$ cat config.mk
export PLATFORM = sky130hd
export DESIGN_NAME = periodic_task_tick_scheduler
export DESIGN_NICKNAME = d
export VERILOG_FILES = /design/src/sv/ptts_pkg.sv /design/src/sv/periodic_task_tick_scheduler.sv /design/src/sv/ptts_tick_unit.sv
export SDC_FILE = /design/constraint.sdc
export NUM_CORES = 1
export LEC_CHECK = 0
export BUFFER_PORTS_ARGS = -buffer_cell sky130_fd_sc_hd__buf_2
export CAP_MARGIN = 20
export CORE_ASPECT_RATIO = 0.5
export CORE_MARGIN = 3
export CORE_UTILIZATION = 40
export DETAILED_ROUTE_END_ITERATION = 7
export PLACE_DENSITY = 0.58
export SLEW_MARGIN = 20
export SYNTH_ARGS = -nofsm -noshare
export SYNTH_HDL_FRONTEND = slang
export SYNTH_SLANG_ARGS = --single-unit
$ cat constraint.sdc
create_clock -name clk -period 3.8 [get_ports clk]
set_input_delay 0.19 -clock clk [delete_from_list [all_inputs] [get_ports clk]]
set_output_delay 0.19 -clock clk [all_outputs]
set_load 0.01 [all_outputs]
$ cat src/sv/ptts_pkg.sv
// ----------------------------------------------------------------------------
// ptts_pkg
// Shared types and constants for the periodic task tick scheduler: command
// codes, transaction payloads, the table walk state and the per-slot records.
// ----------------------------------------------------------------------------
package ptts_pkg;

  // Table geometry
  localparam int TASK_SLOTS = 8;
  localparam int IDX_W      = (TASK_SLOTS > 1) ? $clog2(TASK_SLOTS) : 1;
  localparam int FIRED_W    = 8;
  localparam int CNT_W      = 16;

  // Command codes
  typedef enum logic [2:0] {
    CMD_TICK    = 3'd0,
    CMD_CREATE  = 3'd1,
    CMD_DELETE  = 3'd2,
    CMD_SUSPEND = 3'd3,
    CMD_RESUME  = 3'd4
  } cmd_t;

  // Result status codes
  localparam logic STATUS_OK  = 1'b0;
  localparam logic STATUS_ERR = 1'b1;

  // Input transaction
  typedef struct packed {
    logic [2:0]       cmd;
    logic [2:0]       slot;
    logic [CNT_W-1:0] period;
    logic [CNT_W-1:0] first_delay;
  } in_item_t;

  // Result transaction
  typedef struct packed {
    logic               status;
    logic [FIRED_W-1:0] fired_mask;
  } out_item_t;

  // Sequencer states
  typedef enum logic [1:0] {
    ST_IDLE,
    ST_CMD,
    ST_WALK,
    ST_RESULT
  } state_t;

  // One table entry as seen by the tick unit
  typedef struct packed {
    logic             present;
    logic             active;
    logic [CNT_W-1:0] period;
    logic [CNT_W-1:0] count;
  } slot_entry_t;

  // Tick unit verdict for one entry
  typedef struct packed {
    logic             fire;
    logic             wr;
    logic [CNT_W-1:0] count;
  } slot_upd_t;

endpackage

$ cat src/sv/periodic_task_tick_scheduler.sv
// ----------------------------------------------------------------------------
// periodic_task_tick_scheduler
// Task slot table with tick, create, delete, suspend and resume commands.
// A tick walks the table one slot per cycle through a shared countdown unit.
// ----------------------------------------------------------------------------
// Sequencing: a tick walks every slot in ST_WALK, other commands go through
//   ST_CMD; both then pass ST_RESULT into the output register.
// Flow: one transaction at a time; a tick holds in_stall for the whole slot
//   walk through the single countdown unit, and ST_RESULT waits on out_stall.
// Reset: synchronous active-low rst_n empties the table and drops out_valid.
// ----------------------------------------------------------------------------
module periodic_task_tick_scheduler
  import ptts_pkg::*;
(
  input  logic      clk,
  input  logic      rst_n,
  input  logic      in_valid,
  output logic      in_stall,
  input  in_item_t  in_data,
  output logic      out_valid,
  input  logic      out_stall,
  output out_item_t out_data
);

  localparam logic [IDX_W-1:0] LAST_IDX = IDX_W'(TASK_SLOTS - 1);

  state_t           state_r, state_nxt;
  in_item_t         item_r, item_nxt;
  logic [IDX_W-1:0] idx_r, idx_nxt;
  out_item_t        res_r, res_nxt;
  logic             out_valid_r, out_valid_nxt;
  out_item_t        out_data_r, out_data_nxt;

  logic             present_r [TASK_SLOTS];
  logic             active_r  [TASK_SLOTS];
  logic [CNT_W-1:0] period_r  [TASK_SLOTS];
  logic [CNT_W-1:0] count_r   [TASK_SLOTS];

  // Table write port
  logic             flag_wr;
  logic             present_wr_en, present_wr_val;
  logic             active_wr_en, active_wr_val;
  logic             count_wr_en, period_wr_en;
  logic [IDX_W-1:0] wr_idx;
  logic [CNT_W-1:0] wr_count;

  logic             in_range;
  logic [IDX_W-1:0] cmd_idx;
  slot_entry_t      entry;
  slot_upd_t        upd;

  assign in_range = (int'(item_r.slot) < TASK_SLOTS);
  assign cmd_idx  = IDX_W'(item_r.slot);

  // Entry under the walk pointer
  assign entry.present = present_r[idx_r];
  assign entry.active  = active_r[idx_r];
  assign entry.period  = period_r[idx_r];
  assign entry.count   = count_r[idx_r];

  ptts_tick_unit u_tick (
    .entry (entry),
    .upd   (upd)
  );

  assign in_stall  = (state_r != ST_IDLE);
  assign out_valid = out_valid_r;
  assign out_data  = out_data_r;

  // Sequencer state and transaction registers
  always_ff @(posedge clk) begin
    if (!rst_n) begin
      state_r     <= ST_IDLE;
      out_valid_r <= 1'b0;
    end else begin
      state_r     <= state_nxt;
      out_valid_r <= out_valid_nxt;
    end
    item_r     <= item_nxt;
    idx_r      <= idx_nxt;
    res_r      <= res_nxt;
    out_data_r <= out_data_nxt;
  end

  // Slot table
  always_ff @(posedge clk) begin
    if (!rst_n) begin
      for (int i = 0; i < TASK_SLOTS; i++) begin
        present_r[i] <= 1'b0;
        active_r[i]  <= 1'b0;
        period_r[i]  <= '0;
        count_r[i]   <= '0;
      end
    end else begin
      if (flag_wr && present_wr_en) present_r[wr_idx] <= present_wr_val;
      if (flag_wr && active_wr_en)  active_r[wr_idx]  <= active_wr_val;
      if (period_wr_en)             period_r[wr_idx]  <= item_r.period;
      if (count_wr_en)              count_r[wr_idx]   <= wr_count;
    end
  end

  // Next state, table updates and result
  always_comb begin
    state_nxt      = state_r;
    item_nxt       = item_r;
    idx_nxt        = idx_r;
    res_nxt        = res_r;
    out_valid_nxt  = out_valid_r;
    out_data_nxt   = out_data_r;
    flag_wr        = 1'b0;
    present_wr_en  = 1'b0;
    present_wr_val = 1'b0;
    active_wr_en   = 1'b0;
    active_wr_val  = 1'b0;
    count_wr_en    = 1'b0;
    period_wr_en   = 1'b0;
    wr_idx         = cmd_idx;
    wr_count       = item_r.first_delay;

    if (out_valid_r && !out_stall) out_valid_nxt = 1'b0;

    unique case (state_r)
      ST_IDLE: begin
        if (in_valid) begin
          item_nxt = in_data;
          idx_nxt  = '0;
          res_nxt  = '{status: STATUS_OK, fired_mask: '0};
          state_nxt = (in_data.cmd == CMD_TICK) ? ST_WALK : ST_CMD;
        end
      end

      ST_CMD: begin
        state_nxt = ST_RESULT;
        case (item_r.cmd)
          CMD_CREATE: begin
            if (!in_range || present_r[cmd_idx]) begin
              res_nxt.status = STATUS_ERR;
            end else begin
              flag_wr        = 1'b1;
              present_wr_en  = 1'b1;
              present_wr_val = 1'b1;
              active_wr_en   = 1'b1;
              active_wr_val  = 1'b1;
              period_wr_en   = 1'b1;
              count_wr_en    = 1'b1;
            end
          end
          CMD_DELETE: begin
            flag_wr        = in_range;
            present_wr_en  = 1'b1;
            present_wr_val = 1'b0;
          end
          CMD_SUSPEND: begin
            flag_wr       = in_range;
            active_wr_en  = 1'b1;
            active_wr_val = 1'b0;
          end
          CMD_RESUME: begin
            flag_wr       = in_range;
            active_wr_en  = 1'b1;
            active_wr_val = 1'b1;
          end
          default: ;
        endcase
      end

      // One slot per cycle, in ascending slot order
      ST_WALK: begin
        wr_idx             = idx_r;
        wr_count           = upd.count;
        count_wr_en        = upd.wr;
        res_nxt.fired_mask = res_r.fired_mask | (FIRED_W'(upd.fire) << idx_r);
        if (idx_r == LAST_IDX) begin
          state_nxt = ST_RESULT;
        end else begin
          idx_nxt = idx_r + IDX_W'(1);
        end
      end

      // Hand the result to the output register once it is free
      ST_RESULT: begin
        if (!out_valid_r || !out_stall) begin
          out_valid_nxt = 1'b1;
          out_data_nxt  = res_r;
          state_nxt     = ST_IDLE;
        end
      end

      default: state_nxt = ST_IDLE;
    endcase
  end

endmodule

$ cat src/sv/ptts_tick_unit.sv
// ----------------------------------------------------------------------------
// ptts_tick_unit
// Shared countdown unit: decides for one slot per cycle whether it fires and
// what its countdown becomes (reload with period - 1, or decrement).
// ----------------------------------------------------------------------------
module ptts_tick_unit
  import ptts_pkg::*;
(
  input  slot_entry_t entry,
  output slot_upd_t   upd
);

  logic cnt_zero;

  assign cnt_zero = (entry.count == '0);

  // Fire and reload, or count down; inactive slots, and active slots at zero that are not present, are left alone
  always_comb begin
    upd.fire  = 1'b0;
    upd.wr    = 1'b0;
    upd.count = entry.count - CNT_W'(1);
    if (entry.active) begin
      if (entry.present && cnt_zero) begin
        upd.fire  = 1'b1;
        upd.wr    = 1'b1;
        upd.count = entry.period - CNT_W'(1);
      end else if (!cnt_zero) begin
        upd.wr = 1'b1;
      end
    end
  end

endmodule

==> out/qor.yml, run 1 <==
wirelength_um: 42800
syn_area_per_cell_um2: 14.5
seq_area_frac_synth: 0.619
drt_iter0_drc: 955
vias_per_cell: 5.54
route.detailed.drc: 0
final_core_util: 0.481
rsz0062_at_grt: "false"
dieArea_um2: 42800
cts_tree: "yes"
hp-class: "in -> reg"
crit_arrival_ns: 3.82
crit_fanout: 26
period_minus_slack_ns: 3.56
fp.coreArea_um2: 39300
syn_area_um2: 16100
grt_max_degree: 39
cts_root_buf: "clkbuf_16"
finalHoldViolCount: 0
ant_nets: 0
cap_violations: 0
yosysTopAreaCell: "edfxtp_1"
start_util: 0.409
io_pins: 53
synth_seq_cells: 340
synth_top_area_frac: 0.588
finalNetCount: 1330
max_freq_mhz: 281
syn-num-nets: 1164
grt-ovfl-total: 0
critPathKind: "reg -> reg"
drive_above_1_share: 0.233
power.leakage_nw: 6.66
diodes: 0
clockBufferDepth: 3
power_density_nw_per_um2: 540
synth-edff-count: 315
wl_per_cell_um: 23.3
max-slew-margin-rel: 0.486
synthFlopType: "edfxtp_1"
setup_violations: 0
synth_area_leaders: "edfxtp_1 59%, mux4_2 7.4%, and2_1 5.4%, dfxtp_1 3.1%, mux2i_1 3.1%"
power.total_mw: 10.2
synth_warnings: 0
finalWeightedCongestion: 0.879
clk_pin_slew_ns: 0.06
cts_made_buffers: 34
tightestPinTransition_ns: 0.769
end_kind: "flip-flop"
outcome: "completed"
placement.io_buffers: 52
firstDrtPassIters: 5
fin_crit_sh: 0.937
cp_data_required_time_ns: 4.06
tns_ns: 0
synthCells: 1113
die_h_um: 148
first_global_vias: 10600
place_hpwl_um: 27500
slew_viol_final: 0
yosysMostFrequentCell: "edfxtp_1"
ys_types: 75
ys_top_cells_by_count: "315 x edfxtp_1, 138 x and2_1, 123 x nor2_1"
grtUsageTotal: 0.204
fill_cells: 3441
die_x_um: 290
irDropWorstVdd_uv: 242
clock_latency_ns: 0.52
cts.repair.resized: 0
async_flop_share: 0
grt_pass1_wl_um: 65400
place_ws_ns: 0.151
worst_slack_ns: 0.239
antenna_found_initial: 0
finClkSkew_ns: 0.0178
start_kind: "flip-flop"
area_growth_pct: 17.6
row_count: 51
num_vias: 10200
htreeDepth: 2
cts.sinks: 340
## what timing repair did
action                                 4_1_cts  5_1_grt
endpoints found under the hold margin       45        0
setup buffers                                0        1
hold buffers                                41        0
setup endpoints to repair                    0       50
## per-stage QoR
stage | hold WS, ns | cell area, µm² | std cells
2_1_floorplan | 0.289 | 16100 | 1113
3_3_place_gp | 0.366 | 17500 | 1731
3_5_place_dp | 0.368 | 17500 | 1731
4_1_cts | 0.361 | 18900 | 1832
5_1_grt | 0.364 | 18900 | 1833
6_report | 0.379 | 18900 | 1833
## layer usage
layer	track usage	share of wire	wire, µm	up-vias
met5	0	0	0	-
met2	0.329	0.47	20000	293
met4	0.0488	0.020	870	0
met3	0.0374	0.061	2620	64
met1	0.287	0.45	19200	5223
li1	-	-	-	4578
## flip-flops by register name (all words and copies together), names as in the netlist, named ones only
signal and flops:
active_r 8, out_valid 1, count_r 128, idx_r 3
item_r 35, out_data 9, present_r 8, period_r 128
cmd_idx 3, state_r 2, res_r 9
## logic make-up after synthesis
family | after synthesis | synth area share
compound gates | 116 | 0.0533
xor+xnor | 25 | 0.0136
fa+ha+maj | 9 | 0.00700
buf+inv | 67 | 0.0249
flops | 340 | 0.619
mux | 136 | 0.141
simple gates | 420 | 0.142
## cell usage in the layout, fill, tap and decap left out, types with 5 or more instances in the layout
cell,count
edfxtp_1,315
and2_1,138
nor2_1,123
buf_4,85
mux4_2,53
buf_2,52
mux2i_1,50
dlygate4sd3_1,41
nand2_1,39
clkbuf_16,35
dfxtp_1,22
nand3_1,21
a21oi_1,19
o21ai_1,19
nor3_1,19
nor4_1,17
xnor2_1,17
o21ai_0,16
mux2_2,14
o211ai_1,13
o31ai_1,11
inv_1,9
clkinv_1,9
mux2i_4,9
nor3_2,9
nand4_1,8
xor2_1,8
ha_1,8
nor2b_1,7
or3_1,7
clkbuf_1,7
buf_12,7
mux4_1,6
nand2b_1,5
and3_1,5
a31oi_1,5
## worst paths after layout
| path | startpoint | end | slack, ns | depth (start not counted) |
|---|---|---|---|---|
| worst max-delay path | flip-flop | count_r[4][10] | 0.24 | 9 |
| worst min-delay path | in_data[8] | item_r[8] | 0.38 | 2 |
| worst max register to register | flip-flop | count_r[4][10] | 0.24 | 9 |
| worst min register to register | res_r[8] | out_data[8] | 0.44 | 0 |
## worst max-delay path, stage by stage (launching register included)
cell	delay, ns
dfxtp_4	0.55
buf_12	0.28
mux4_2	0.52
mux2i_1	0.30
ha_1	0.28
nand2_1	0.19
nor4b_2	0.33
xnor2_1	0.23
a221oi_4	0.51
nor2_1	0.09
## area by class of cell
type	instances	area [µm²]	area share
Sequential cell	340	9970	0.527
Multi-Input combinational cell	706	5740	0.303
Tap cell	530	663	0.0351
Clock buffer	42	902	0.0477
Inverter	11	41.3	0.00218
Clock inverter	18	124	0.00655
Timing Repair Buffer	186	1480	0.0780
## where the power goes
group	switching, mW	internal [mW]	total, mW	leakage [nW]
combinational	1.47	1.02	2.49	2.76
clock	1.43	1.77	3.19	0.492
sequential	0.202	4.33	4.53	3.41
total	3.10	7.11	10.2	6.66
Note: power is estimated with default switching activity, not from simulation.
==> run 2, diff against run 1 <==
CORE_UTILIZATION = 56   (was 40)
PLACE_DENSITY = 0.77   (was 0.58)
clock period = 3.02 ns   (was 3.8 ns; I/O delays follow)
==> run 2 against run 1 <==
Global-route usage rose by 9.6 points. The run now ends with setup timing left. Critical endpoint is now count_r[3][10]. Highest routed layer unchanged. Flip-flop and latch count did not move. Cell area rose by 13%. Clock power rose by 17%. Total power rose by 43%.
==> out/qor.yml, run 2 (synthesized netlist as in run 1, its figures left out) <==
firstDrtPassIters: 5
clock_latency_ns: 0.57
switching_share: 0.333
crit_fanout: 8
worst_slack_ns: -1.30
tightestPinTransition_ns: 1.19
finalWeightedCongestion: 0.961
fin_crit_sh: 1.43
reg_top3: "count_r (128), period_r (128), item_r (35)"
die_h_um: 126
end_kind: "flip-flop"
final_common_cell: "edfxtp_1"
cts.sinks: 340
num_vias: 12200
ant_nets: 0
clockBufferDepth: 3
place_hpwl_um: 26700
cts_tree: "yes"
layout_common_cells: "315 x edfxtp_1, 137 x and2_1, 127 x buf_4, 56 x mux4_2, 55 x nor2_1"
antenna_found_initial: 0
rsz0062_at_grt: "true"
fp.coreArea_um2: 28000
power.total_mw: 14.6
use_met2: 0.478
slew_viol_final: 0
max-slew-margin-rel: 0.204
violations: "setup timing"
holdWs_ns: 0.105
grt_use_met3: 0.0555
cts_made_buffers: 29
outcome: "finished with violations"
cap_violations: 0
p_comb_frac: 0.356
route.detailed.drc: 0
diodes: 0
irDropWorstVdd_uv: 586
whs_path_depth: 2
ff2ff_setup_slack_ns: -1.30
p_switching_mw: 4.85
fill_cells: 1386
finalNetCount: 1439
drive_above_1_share: 0.421
fin_area_um2: 21300
power_frac_seq: 0.388
hp-start: "rst_n"
power.leakage_nw: 7.55
power_density_nw_per_um2: 683
p_clk_frac: 0.255
placement.io_buffers: 52
whs_endpoint: "state_r[0]"
setup_violations: 403
intPower_mw: 9.73
io_pins: 53
vias_per_cell: 6.79
cp_data_required_time_ns: 3.42
dieArea_um2: 30900
die_x_um: 246
area_growth_pct: 32.6
start_util: 0.575
hp-class: "in -> reg"
row_count: 43
first_global_vias: 11500
drt_iter0_drc: 1917
finalHoldViolCount: 0
wirelength_um: 54000
grt.busiest_layer: "met2"
timing.rr.end: "count_r[3][10]"
clk_pin_slew_ns: 0.07
globalRouteMet1Util: 0.408
finClkSkew_ns: 0.0154
crit_arrival_ns: 4.72
grt_max_degree: 39
grt-ovfl-total: 0
placed_area_um2: 18000
place_ws_ns: -0.272
wl_per_cell_um: 30.1
cts_root_buf: "clkbuf_16"
grt_pass1_wl_um: 69500
critPathKind: "reg -> reg"
ff2ff_path_depth: 14
max_freq_mhz: 231
final_core_util: 0.763
htreeDepth: 1
start_kind: "flip-flop"
grtUsageTotal: 0.300
period_minus_slack_ns: 4.32
[run 2: worst max path at each step]
stage,from,to,slack (ns),cells past startpoint
after CTS,flip-flop,count_r[7][12],-0.08,11
final,flip-flop,count_r[3][10],-1.30,14
after detailed placement,flip-flop,count_r[4][13],-0.27,9
after global routing,flip-flop,count_r[3][10],-1.28,14
after global placement,flip-flop,count_r[0][13],-0.25,9
after floorplan,flip-flop,period_r[0][0],-0.18,5
[run 2: cell type report]
cell class,count,area (µm²),share of cell area
Clock inverter,14,141,0.00663
Multi-Input combinational cell,706,7020,0.329
Timing Repair Buffer,300,2930,0.137
Tap cell,382,478,0.0224
Inverter,11,41.3,0.00193
Clock buffer,37,756,0.0354
Sequential cell,340,9970,0.467
[run 2: repair_timing]
action / 4_1_cts / 5_1_grt
cloned: 5 / 2
pin swaps: 63 / 57
setup endpoints to repair: 258 / 285
hold buffers: 40 / 0
hold endpoints to repair: 43 / 0
setup buffers: 35 / 14
gates resized for setup: 145 / 183
[run 2: stage by stage]
| step | cells | setup TNS, ns |
|---|---|---|
| after detailed placement | 1652 | -37.11 |
| after CTS | 1779 | -2.68 |
| after floorplan | 1113 | -20.92 |
| after global placement | 1652 | -24.02 |
| after global routing | 1790 | -121.31 |
| final | 1790 | -101.96 |
[run 2: power groups by stage]
stage / clock network, mW / registers [mW] / logic, mW
2_1_floorplan: 0 / 5.64 / 2.22
3_3_place_gp: 0 / 5.72 / 3.45
3_5_place_dp: 0 / 5.75 / 3.53
4_1_cts: 3.67 / 5.64 / 4.27
5_1_grt: 3.89 / 5.69 / 5.30
6_report: 3.72 / 5.67 / 5.20
[run 2: worst max-delay path: stages, from the launching register on]
cell      delay, ns
dfxtp_4        0.37
buf_12         0.16
buf_12         0.15
mux4_2         0.53
mux2i_2        0.21
buf_4          0.19
buf_6          0.11
ha_2           0.22
nand3_4        0.10
buf_4          0.20
o21ai_0        0.82
nor4b_4        0.68
a221oi_4       0.08
buf_12         0.19
nor2_1         0.16
[run 2: layer usage]
metal	vias up	share of wire	wire, µm
met3	332	0.14	7340
li1	4792	-	-
met4	0	0.067	3610
met2	1149	0.45	24500
met5	-	0	0
met1	5890	0.34	18500
==> run 3, diff against run 2 <==
CORE_ASPECT_RATIO = 1.25   (was 0.5)
==> run 3 against run 2 <==
The flow still finishes with violations (setup timing). Non-clock buffer count fell by 15. Hold slack gained 0.086 ns. Critical path depth is 2 lower. Sequential share of layout area grew 1.8 points. Combinational power down 20%. Count of clock-buffer cells in the layout rose by 1. Utilization fell by 2.8 points. Largest power group unchanged. Highest routed layer unchanged.
==> out/qor.yml, run 3 (synthesized netlist as in run 1, its figures left out) <==
dp_cells: 1605
area_growth_pct: 27.7
fin_crit_sh: 1.16
start_util: 0.575
grt_pass1_wl_um: 64900
holdWs_ns: 0.191
rsz0062_at_grt: "true"
fp.coreArea_um2: 28000
p_switching_mw: 4.28
htreeDepth: 2
wl_per_cell_um: 25.2
crit_chain: "buf_12 > mux4_2 > mux2i_2 > buf_4 > and4b_2 > nand3_1 > buf_4 > o21ai_0 > nor4b_2 > a221oi_4 > buf_12 > nor2_1"
crit_fanout: 8
tightestPinTransition_ns: 1.29
ant_nets: 0
row_count: 68
ff2ff_path_depth: 12
vias_per_cell: 6.28
worst_slack_ns: -0.492
cts_made_buffers: 35
switching_share: 0.305
dieArea_um2: 30800
outcome: "finished with violations"
whs_path_depth: 2
finalWeightedCongestion: 0.916
irDropWorstVdd_uv: 674
intPower_mw: 9.76
ff2ff_setup_slack_ns: -0.49
p_clk_frac: 0.298
route.detailed.drc: 0
drive_above_1_share: 0.368
crit_arrival_ns: 3.87
clockBufferDepth: 3
io_pins: 53
clk_pin_slew_ns: 0.06
max-slew-margin-rel: 0.134
power_frac_seq: 0.404
slew_viol_final: 0
layout_common_cells: "315 x edfxtp_1, 139 x buf_4, 138 x and2_1, 96 x nor2_1, 59 x mux4_2"
start_kind: "flip-flop"
cp_slowest_cell: "nor4b_2"
grt_max_degree: 39
die_h_um: 196
num_vias: 11000
power_density_nw_per_um2: 683
firstDrtPassIters: 6
wirelength_um: 44200
drt_iter0_drc: 1256
reg_top3: "count_r (128), period_r (128), item_r (35)"
critPathKind: "reg -> reg"
max_freq_mhz: 285
max_stage_delay_ns: 0.57
antenna_found_initial: 0
cap_violations: 0
placement.io_buffers: 52
cts.sinks: 340
end_kind: "flip-flop"
period_minus_slack_ns: 3.51
timing.rr.end: "count_r[1][10]"
finClkSkew_ns: 0.0178
critPathTopFamily: "simple AND/OR/NAND/NOR gates"
violations: "setup timing"
cp_data_required_time_ns: 3.38
final_common_cell: "edfxtp_1"
power.leakage_nw: 7.39
cts_tree: "yes"
fin_cells: 1754
first_global_vias: 11100
clock_latency_ns: 0.52
timing.critical_path.buf_inv: 4
power.total_mw: 14.0
grtUsageTotal: 0.278
crit_cells: 12
hp-start: "rst_n"
finalNetCount: 1430
finalHoldViolCount: 0
whs_endpoint: "state_r[0]"
cts_root_buf: "clkbuf_16"
hp-class: "in -> reg"
place_hpwl_um: 26000
grt-ovfl-total: 0
setup_violations: 180
p_comb_frac: 0.298
die_x_um: 158
diodes: 0
-- run 3: cell count changes in the layout (fill, tap and decap cells not counted), moves of 7 or more --
cell,change
buf_4,+12
xnor2_2,-7
nor2_1,+41
xnor2_1,+8
nand3_1,+10
nor2_4,-29
nor2_2,-12
buf_6,-14
-- run 3: worst max-delay path by stage --
stage | start | end
final | flip-flop | count_r[1][10]
after global routing | flip-flop | count_r[1][11]
after CTS | flip-flop | count_r[0][13]
after detailed placement | flip-flop | count_r[0][11]
after global placement | flip-flop | count_r[2][11]
after floorplan | flip-flop | period_r[0][0]
-- run 3: worst register-to-register path: stages, from the launching register on --
cell      delay [ns]
dfxtp_4         0.44
buf_12          0.14
mux4_2          0.50
mux2i_2         0.22
buf_4           0.17
and4b_2         0.29
nand3_1         0.20
buf_4           0.24
o21ai_0         0.21
nor4b_2         0.57
a221oi_4        0.08
buf_12          0.18
nor2_1          0.14
-- run 3: per-layer routing --
layer / part of all wire / track usage
met5: 0 / 0
met4: 0.056 / 0.130
met3: 0.081 / 0.0379
met2: 0.52 / 0.478
met1: 0.35 / 0.346
-- run 3: timing repair --
item                                    4_1_cts  5_1_grt
pin swaps                                    46       26
endpoints found under the setup margin      260      242
buffers inserted                             27       26
endpoints found under the hold margin        43        0
cloned                                        0        0
hold buffers                                 40        0
resized for setup                            70       88
-- run 3: power groups by stage --
stage | registers (mW) | logic [mW] | clock network, mW
finish | 5.67 | 4.18 | 4.19
CTS | 5.66 | 3.74 | 4.23
global placement | 5.76 | 3.32 | 0
detailed placement | 5.78 | 3.36 | 0
global route | 5.70 | 4.36 | 4.43
floorplan | 5.64 | 2.22 | 0
-- run 3: area by class of cell --
type                       count  area (µm²)
timing repair buffer         285        2610
multi-input combinational    706        6390
tap                          350         438
clock inverter                24         219
sequential                   340        9970
inverter                      11        41.3
clock buffer                  38         887
fill                        1609        7430
-- run 3: per-stage QoR --
step | setup WS, ns | utilization | TNS [ns] | cell area (µm²)
final | -0.492 | 0.734 | -35.84 | 20600
after CTS | -0.114 | 0.712 | -4.97 | 19900
after floorplan | -0.180 | - | -20.92 | 16200
after global placement | -0.286 | 0.638 | -32.94 | 17800
after global routing | -0.542 | 0.734 | -45.01 | 20600
after detailed placement | -0.368 | 0.638 | -45.00 | 17800
